## config.mk

```make
export PLATFORM = sky130hd
export DESIGN_NAME = radix_suffix_number_parser_unit
export DESIGN_NICKNAME = d
export VERILOG_FILES = /design/src/hdl/rsnp_pkg.sv /design/src/hdl/radix_suffix_number_parser_unit.sv /design/src/hdl/rsnp_step.sv
export SDC_FILE = /design/constraint.sdc
export NUM_CORES = 1
export LEC_CHECK = 0
export ABC_AREA = 1
export BUFFER_PORTS_ARGS = -buffer_cell sky130_fd_sc_hd__clkbuf_2
export CORE_MARGIN = 1
export CORE_UTILIZATION = 35
export DETAILED_ROUTE_END_ITERATION = 10
export SLEW_MARGIN = 30
export SYNTH_ARGS = -nofsm -noshare
export SYNTH_HDL_FRONTEND = slang
export SYNTH_SLANG_ARGS = --single-unit
```

## constraint.sdc

```tcl
create_clock -name clk_i -period 6.7 [get_ports clk_i]
set_input_delay 1.005 -clock clk_i [delete_from_list [all_inputs] [get_ports clk_i]]
set_output_delay 1.005 -clock clk_i [all_outputs]
set_load 0.05 [all_outputs]
```

## src/hdl/rsnp_pkg.sv

```systemverilog
package rsnp_pkg;

  localparam logic [7:0] ChZero   = 8'h30;
  localparam logic [7:0] ChSeven  = 8'h37;
  localparam logic [7:0] ChNine   = 8'h39;
  localparam logic [7:0] ChLowA   = 8'h61;
  localparam logic [7:0] ChLowF   = 8'h66;
  localparam logic [7:0] ChUpA    = 8'h41;
  localparam logic [7:0] ChUpF    = 8'h46;
  localparam logic [7:0] ChLowOff = 8'h57;
  localparam logic [7:0] ChUpOff  = 8'h37;
  localparam logic [7:0] ChUpO    = 8'h4f;
  localparam logic [7:0] ChLowO   = 8'h6f;
  localparam logic [7:0] ChUpQ    = 8'h51;
  localparam logic [7:0] ChLowQ   = 8'h71;
  localparam logic [7:0] ChUpH    = 8'h48;
  localparam logic [7:0] ChLowH   = 8'h68;
  localparam logic [7:0] ChUpD    = 8'h44;
  localparam logic [7:0] ChLowD   = 8'h64;

  localparam logic [1:0] RadixOct = 2'd0;
  localparam logic [1:0] RadixDec = 2'd1;
  localparam logic [1:0] RadixHex = 2'd2;

  typedef struct packed {
    logic        active;
    logic [31:0] acc_oct;
    logic [31:0] acc_dec;
    logic [31:0] acc_dec_prev;
    logic [31:0] acc_hex;
    logic        bad_oct;
    logic        bad_dec;
    logic        bad_dec_prev;
    logic        last_was_d;
  } lit_state_t;

  typedef struct packed {
    logic        valid;
    logic [31:0] value;
    logic        error;
    logic [1:0]  radix;
    logic        suffix;
  } result_t;

  // {is_hex, digit}
  function automatic logic [4:0] hex_value(logic [7:0] c);
    logic [7:0] diff;
    logic       ok;
    diff = 8'h00;
    ok   = 1'b0;
    if (c >= ChZero && c <= ChNine) begin
      diff = c - ChZero;
      ok   = 1'b1;
    end else if (c >= ChLowA && c <= ChLowF) begin
      diff = c - ChLowOff;
      ok   = 1'b1;
    end else if (c >= ChUpA && c <= ChUpF) begin
      diff = c - ChUpOff;
      ok   = 1'b1;
    end
    return {ok, diff[3:0]};
  endfunction

endpackage

```

## src/hdl/radix_suffix_number_parser_unit.sv

```systemverilog
// Number literal parser, one ASCII character per input beat.
// Input channel: in_valid_i / in_stall_o with ch_i and start_req_i. A beat
// with start_req_i high drops any unfinished literal and opens a new one, or
// yields an error result if its character is not hex. The first non-hex
// character closes the literal: O/Q/o/q selects octal, H/h selects hex (both
// consumed); anything else selects decimal, dropping an optional trailing D/d.
// Output channel: out_valid_o / out_stall_i with value_o, error_o, radix_o
// and suffix_consumed_o. Beats that only add a digit produce no result.
// The closing beat is held in the input register once accepted; its result is
// then written to the result register, from which it is presented.
// Throughput: one beat per cycle while out_stall_i holds no pending result, set
// by the combinational step logic between the two registers.
// Stall: while out_stall_i holds a pending result, the input register keeps
// its beat and in_stall_o rises; with the result register free, it drains.
// Reset clears the parser state and both valid flags; no literal is open.
module radix_suffix_number_parser_unit (
  input  logic        clk_i,
  input  logic        rst_ni,
  input  logic        in_valid_i,
  output logic        in_stall_o,
  input  logic [7:0]  ch_i,
  input  logic        start_req_i,
  output logic        out_valid_o,
  input  logic        out_stall_i,
  output logic [31:0] value_o,
  output logic        error_o,
  output logic [1:0]  radix_o,
  output logic        suffix_consumed_o
);

  logic                 in_valid_q, in_valid_d;
  logic [7:0]           ch_q;
  logic                 start_q;
  logic                 out_valid_q, out_valid_d;
  rsnp_pkg::result_t    res_q;
  rsnp_pkg::lit_state_t st_q, st_d;
  rsnp_pkg::result_t    res_d;
  logic                 out_ready;
  logic                 fire;
  logic                 in_take;

  assign out_ready  = !out_valid_q || !out_stall_i;
  assign fire       = in_valid_q && out_ready;
  assign in_stall_o = in_valid_q && !out_ready;
  assign in_take    = in_valid_i && !in_stall_o;

  rsnp_step u_step (
    .st_i    (st_q),
    .ch_i    (ch_q),
    .start_i (start_q),
    .st_o    (st_d),
    .res_o   (res_d)
  );

  assign in_valid_d  = in_take || (in_valid_q && !fire);
  assign out_valid_d = out_ready ? (fire && res_d.valid) : out_valid_q;

  always_ff @(posedge clk_i or negedge rst_ni) begin
    if (!rst_ni) begin
      in_valid_q  <= 1'b0;
      out_valid_q <= 1'b0;
      st_q        <= '0;
    end else begin
      in_valid_q  <= in_valid_d;
      out_valid_q <= out_valid_d;
      if (fire) begin
        st_q <= st_d;
      end
    end
  end

  always_ff @(posedge clk_i) begin
    if (in_take) begin
      ch_q    <= ch_i;
      start_q <= start_req_i;
    end
    if (fire && res_d.valid) begin
      res_q <= res_d;
    end
  end

  assign out_valid_o       = out_valid_q;
  assign value_o           = res_q.value;
  assign error_o           = res_q.error;
  assign radix_o           = res_q.radix;
  assign suffix_consumed_o = res_q.suffix;

endmodule

```

## src/hdl/rsnp_step.sv

```systemverilog
module rsnp_step (
  input  rsnp_pkg::lit_state_t st_i,
  input  logic [7:0]           ch_i,
  input  logic                 start_i,
  output rsnp_pkg::lit_state_t st_o,
  output rsnp_pkg::result_t    res_o
);

  logic [4:0]           hv;
  logic                 is_hex;
  logic [31:0]          dig;
  rsnp_pkg::lit_state_t base;
  rsnp_pkg::lit_state_t took;
  logic                 is_oct_suf;
  logic                 is_hex_suf;

  assign hv     = rsnp_pkg::hex_value(ch_i);
  assign is_hex = hv[4];
  assign dig    = {28'd0, hv[3:0]};

  always_comb begin
    base = st_i;
    if (start_i) begin
      base = '0;
    end
    took              = base;
    took.active       = 1'b1;
    took.acc_dec_prev = base.acc_dec;
    took.bad_dec_prev = base.bad_dec;
    took.bad_oct      = base.bad_oct | (ch_i > rsnp_pkg::ChSeven);
    took.bad_dec      = base.bad_dec | (ch_i > rsnp_pkg::ChNine);
    took.acc_oct      = {base.acc_oct[28:0], 3'd0} + dig;
    took.acc_dec      = {base.acc_dec[28:0], 3'd0} + {base.acc_dec[30:0], 1'b0} + dig;
    took.acc_hex      = {base.acc_hex[27:0], 4'd0} + dig;
    took.last_was_d   = (ch_i == rsnp_pkg::ChUpD) || (ch_i == rsnp_pkg::ChLowD);
  end

  assign is_oct_suf = (ch_i == rsnp_pkg::ChUpO) || (ch_i == rsnp_pkg::ChLowO) ||
                      (ch_i == rsnp_pkg::ChUpQ) || (ch_i == rsnp_pkg::ChLowQ);
  assign is_hex_suf = (ch_i == rsnp_pkg::ChUpH) || (ch_i == rsnp_pkg::ChLowH);

  always_comb begin
    st_o         = st_i;
    res_o        = '0;
    res_o.radix  = rsnp_pkg::RadixDec;
    if (start_i) begin
      if (is_hex) begin
        st_o = took;
      end else begin
        st_o        = '0;
        res_o.valid = 1'b1;
        res_o.error = 1'b1;
      end
    end else if (st_i.active) begin
      if (is_hex) begin
        st_o = took;
      end else begin
        st_o.active = 1'b0;
        res_o.valid = 1'b1;
        if (is_oct_suf) begin
          res_o.radix  = rsnp_pkg::RadixOct;
          res_o.suffix = 1'b1;
          res_o.error  = st_i.bad_oct;
          res_o.value  = st_i.acc_oct;
        end else if (is_hex_suf) begin
          res_o.radix  = rsnp_pkg::RadixHex;
          res_o.suffix = 1'b1;
          res_o.value  = st_i.acc_hex;
        end else if (st_i.last_was_d) begin
          res_o.error = st_i.bad_dec_prev;
          res_o.value = st_i.acc_dec_prev;
        end else begin
          res_o.error = st_i.bad_dec;
          res_o.value = st_i.acc_dec;
        end
        if (res_o.error) begin
          res_o.value = '0;
        end
      end
    end
  end

endmodule

```

Word-level counts from Yosys, hierarchy flattened
Cells that the tools add are included.
{"block": "word_totals", "regBits": 180, "out_inout_bits": 38, "elab_cells": 94}
{"block": "classes", "add_sub_neg": 7, "magnitude_cmp": 8, "eq_ne": 8, "muxes": 26, "bitwise": 3, "n_reduce_logical": 25}
{"cell": "133-bit 2-to-1 mux", "n": 3}
{"cell": "36-bit 2-to-1 mux", "n": 4}
{"cell": "132-bit 2-to-1 mux", "n": 1}
{"cell": "129-bit 2-to-1 mux", "n": 1}
{"cell": "32-bit by 4-bit adder with 32-bit output", "n": 3}
{"cell": "37-bit 2-to-1 mux", "n": 2}
{"cell": "8-bit by 7-bit == test with 1-bit output (second input constant)", "n": 8}
{"cell": "32-bit 2-to-1 mux", "n": 2}
{"cell": "33-bit 2-to-1 mux", "n": 1}
{"cell": "32-bit adder", "n": 1}
{"cell": "8-bit by 7-bit greater-or-equal comparator with 1-bit output (second input constant)", "n": 2}
{"cell": "8-bit by 6-bit > comparator with 1-bit output (second input constant)", "n": 2}
{"cell": "8-bit by 7-bit <= comparator with 1-bit output (second input constant)", "n": 2}
{"cell": "4-bit 2-to-1 mux", "n": 3}
{"cell": "8-bit by 6-bit greater-or-equal comparator with 1-bit output (second input constant)", "n": 1}
{"cell": "8-bit by 6-bit <= comparator with 1-bit output (second input constant)", "n": 1}
{"cell": "1-bit logical AND", "n": 8}
{"cell": "1-bit 2-to-1 mux", "n": 8}
{"cell": "4-bit by 3-bit subtractor with 4-bit output (second input constant)", "n": 2}
{"cell": "1-bit logical OR", "n": 7}
{"cell": "1-bit zero test", "n": 5}
{"cell": "2-bit nonzero test", "n": 2}
{"cell": "4-bit OR reduction", "n": 1}
{"cell": "4-bit by 1-bit subtractor with 4-bit output (second input constant)", "n": 1}
{"cell": "other kinds (5)", "n": 6}

Longest topological paths before layout
{"block": "logic_depth", "depth_word": 13, "ltp_mapped": 24, "ltp_nobuf": 24}

Cells and area by module
Synthesis repeated with hierarchy kept, for this count alone.
{"block": "unflattened", "cells_unflattened": 2110, "hier_area_um2": 13884.6}
{"module": "rsnp_step", "instances": 1, "cells_each": 1476, "area_each_um2": 7179.4}
{"module": "radix_suffix_number_parser_unit", "instances": 1, "cells_each": 634, "area_each_um2": 6705.2}

Worst setup path after synthesis
Ideal clock, no wire load.
{"block": "synth_timing", "path_type": "input -> register", "startpoint": "in out_stall_i", "endpoint": "reg res_q, in the netlist error_o (enable)", "setup_ns": 0.429, "t_arrival_ns": 3.103, "required_time_ns": 6.271, "setup_slack_ns": 3.168, "path_stages": 7, "cell_sequence": "nand2_1 inv_1 nor2_1 inv_1 nor2_1 inv_1 nor2_1"}
{"block": "synth_via", "elab_chain_cells": 4}
{"element": "start: declaration", "line": "radix_suffix_number_parser_unit.sv:24", "source": "input logic out_stall_i,"}
{"element": "1-bit zero test", "line": "radix_suffix_number_parser_unit.sv:42", "source": "assign out_ready = !out_valid_q || !out_stall_i;"}
{"element": "1-bit logical OR", "line": "radix_suffix_number_parser_unit.sv:42"}
{"element": "1-bit logical AND", "line": "radix_suffix_number_parser_unit.sv:43", "source": "assign fire = in_valid_q && out_ready;"}
{"element": "1-bit logical AND", "line": "radix_suffix_number_parser_unit.sv:77", "source": "if (fire && res_d.valid) begin"}
{"element": "end signal: assignment", "line": "radix_suffix_number_parser_unit.sv:78", "source": "res_q <= res_d;"}
{"element": "end: declaration", "line": "radix_suffix_number_parser_unit.sv:35", "source": "rsnp_pkg::result_t res_q;"}
No other way between the ends.
A chain may end at the register's enable or synchronous reset.

Worst setup path in the final report
{"block": "layout_timing", "startpoint": "reg ch_q[1]", "endpoint": "reg st_q[98] (netlist bit)"}
{"block": "layout_via", "elab_chain_cells": 9}
{"element": "start: declaration", "line": "radix_suffix_number_parser_unit.sv:32", "source": "logic [7:0] ch_q;"}
{"element": "start signal: assignment", "line": "radix_suffix_number_parser_unit.sv:74", "source": "ch_q <= ch_i;"}
{"element": "8-bit by 7-bit greater-or-equal comparator with 1-bit output or 8-bit by 7-bit <= comparator with 1-bit output (tied branches)", "line": "rsnp_pkg.sv:57", "source": "end else if (c >= ChUpA && c <= ChUpF) begin"}
{"element": "1-bit logical AND", "line": "rsnp_pkg.sv:57"}
{"element": "4-bit 2-to-1 mux", "line": "rsnp_pkg.sv:57"}
{"element": "4-bit 2-to-1 mux", "line": "rsnp_pkg.sv:54", "source": "end else if (c >= ChLowA && c <= ChLowF) begin"}
{"element": "4-bit 2-to-1 mux", "line": "rsnp_pkg.sv:51", "source": "if (c >= ChZero && c <= ChNine) begin"}
{"element": "32-bit by 4-bit adder with 32-bit output", "line": "rsnp_step.sv:33", "source": "took.acc_dec = {base.acc_dec[28:0], 3'd0} + {base.acc_dec[30:0], 1'b0} + dig;"}
{"element": "132-bit 2-to-1 mux", "line": "rsnp_step.sv:55", "source": "if (is_hex) begin"}
{"element": "133-bit 2-to-1 mux", "line": "rsnp_step.sv:54", "source": "end else if (st_i.active) begin"}
{"element": "133-bit 2-to-1 mux", "line": "rsnp_step.sv:46", "source": "if (start_i) begin"}
{"element": "end signal: assignment", "line": "radix_suffix_number_parser_unit.sv:67", "source": "st_q <= st_d;"}
{"element": "end: declaration", "line": "radix_suffix_number_parser_unit.sv:36", "source": "rsnp_pkg::lit_state_t st_q, st_d;"}
Several ways; a longest one is shown, not always the timed one. The select of a mux whose other input is x is not followed.

==> metrics <==
detailed-route wire length per cell=15.6 um; CTS resizes=0; critical path endpoint category=flip-flop; Vias=10200; RSZ-0062 raised after global routing=false; clk_skew=0.0144 ns; Clk pwr share=37.4%; EDFF count, synth=45; post-synthesis register bit count=175; Final Power=0.00277 W; fin crit period=3.76 ns; post-synthesis cell count=1583; maxcap violations=0; P per Cell Area=218 mW/mm^2; Antenna diodes=0; end-of-flow core utilization=39.8%; Critical Path RT=7.03 ns; clk slew on worst S/H paths=0.07 ns; Detailed Route WL=32.0 mm; Final Wtd Congestion=0.989; first-pass GRT wire length=52.0 mm; measured slew at the worst slew-check pin=0.895 ns; largest net degree at the start of global routing=96; port bufs=50; Post-Syn Area=0.0115 mm^2; vias in the first global route=9662; Worst slew margin=40.3%; most frequent cell after synthesis=nand2_1; Post-DRT Antenna Nets=0; Pint=0.00187 W; Ports=51; Net Sw Frac=32.6%; row count=65; post-CTS setup buffer count=0; Residual DRC=0; Fin Setup TNS=0 ns; 1st-pass router iterations=7; die height=183 um; max frequency=266 MHz; final worst path period share=56.2%; vias per cell=4.96; worst vdd ir=161 uV; Iteration-0 DRC Markers=985; critical path arrival=4.10 ns; synth top area cells=dfrtp_1, nand2_1, edfxtp_1; final setup fails=0; total CTS buffers=17; top cells by count, synth=nand2_1, inv_1, nor2_1; Final Net Count=1685; full die area=0.0335 mm^2; GRT Overall Usage=19.9%; post-synth cell types=40; Core ar.=0.0319 mm^2; Comb pwr share=18.5%; top cell type's share of synthesized area=28.4%; CTS sink cnt=175; Placed Cells=2021; # hold bufs at CTS=0; largest fanout on the critical path=8; Avg Cell Area, Syn=7.24 um^2; ys flop type=dfrtp_1; P_sw=0.000903 W; ys async rst share=74.3%; synth-to-layout area growth=10.7%; Leak=5.82 nW; Hold WC Path Type=reg2reg; Final Hold Vio Count=0; net count after synthesis=1662; starting density of the core=36.0%; Clock Latency Late Sink=0.44 ns; outcome=finished, final reports clean; Crit Path Category=reg2reg; Slew Viols, Final=0; die width=183 um; sequential share of power=44.1%; initial antenna violation count=0; htree depth=4; share of cells above drive strength 1=8.40%; Final Non-Filler Cells=2054; Clock Path Buffers=2; total gr overflow=0; CTS tree=yes; synthesis warning total=0; Worst Setup Start Kind=flip-flop; Seq/Total Area, Yosys=40.2%; Final HPWL DP=23.3 mm; Root Buffer Master=clkbuf_16; post-synth top area cell=dfrtp_1
## per-stage QoR
stage	cell area, um^2	setup slack (ns)	hold WS (ns)
final	12700	2.94	0.483
after global routing	12700	2.58	0.501
after CTS	12700	2.90	0.489
after detailed placement	12100	2.91	0.473
after global placement	12100	2.98	0.466
after floorplan	11500	3.17	0.453
## critical path, cell delays in order, from the launching register on
cell and delay, ns:
edfxtp_1 0.41, inv_1 0.13, ha_1 0.16, inv_1 0.06
nor2_1 0.10, nand2_1 0.07, nand3_2 0.09, nand2_4 0.09
o21ai_0 0.39, inv_1 0.13, fa_1 0.55, inv_1 0.07
fa_1 0.47, nand3_1 0.11, nand3_1 0.15, nand3_1 0.11
nand3b_1 0.19, nand2_1 0.14, nand3_1 0.08, nand3_1 0.09
nand2_1 0.06
## registers in the layout, summed over array words and instances, names as in the netlist
register and flops:
radix_o 2, out_valid_o 1, ch_q 8, in_valid_q 1, suffix_consumed_o 1, value_o 32
error_o 1, st_q 128, start_q 1
## kinds of logic (layout without fill, tap and decap cells)
kind of cell | Yosys count | after routing | synth area share, %
xor+xnor | 26 | 26 | 1.99
simple gates | 799 | 799 | 28.6
fa+ha+maj | 66 | 66 | 7.33
flops | 175 | 175 | 40.2
compound gates | 241 | 241 | 12.1
buf+inv | 276 | 312 | 9.81
## power groups by stage
stage / Sequential, W / Clock [W] / Combinational, W
after global routing: 0.00123 / 0.00109 / 0.000566
after CTS: 0.00122 / 0.00105 / 0.000507
final: 0.00122 / 0.00104 / 0.000513
after global placement: 0.00124 / 0 / 0.000501
after detailed placement: 0.00124 / 0 / 0.000505
after floorplan: 0.00130 / 0 / 0.000298
## path summary, 6_finish.rpt
| path | start | endpoint | slack [ns] | cells past startpoint |
|---|---|---|---|---|
| max in group asynchronous | rst_ni | st_q[63] | 5.04 | 2 |
| min | st_q[50] | st_q[50] | 0.48 | 2 |
| min reg2reg | st_q[50] | st_q[50] | 0.48 | 2 |
| min in group asynchronous | rst_ni | st_q[0] | 0.52 | 1 |
| max | ch_q[1] | st_q[98] | 2.94 | 20 |
| max reg2reg | ch_q[1] | st_q[98] | 2.94 | 20 |
## cells in the final DEF (no fill, tap or decap), types with 22 or more instances in the layout
| master | Yosys | layout |
|---|---|---|
| nand2_1 | 483 | 482 |
| inv_1 | 214 | 214 |
| nor2_1 | 178 | 176 |
| dfrtp_1 | 130 | 130 |
| o21ai_0 | 126 | 126 |
| nand3_1 | 89 | 89 |
| ha_1 | 64 | 64 |
| clkbuf_2 | 0 | 49 |
| a21oi_1 | 48 | 48 |
| edfxtp_1 | 45 | 45 |
| o21ai_1 | 22 | 22 |
## routing by layer
layer / global-route usage (%) / share of wire [%] / vias up
li1: - / - / 5104
met1: 28.8 / 48 / 4710
met2: 30.8 / 44 / 330
met3: 1.99 / 5.6 / 45
met4: 6.53 / 1.9 / 0
met5: 0 / 0 / -
## final cells by class
cell class / count / area [um^2]
Fill cell: 3333 / 19200
Multi-Input combinational cell: 1132 / 5760
Sequential cell: 175 / 4600
Inverter: 221 / 830
Tap cell: 435 / 544
Clock buffer: 18 / 429
Timing Repair Buffer: 59 / 348
Clock inverter: 14 / 173
Power figures use the tool's default switching activity.
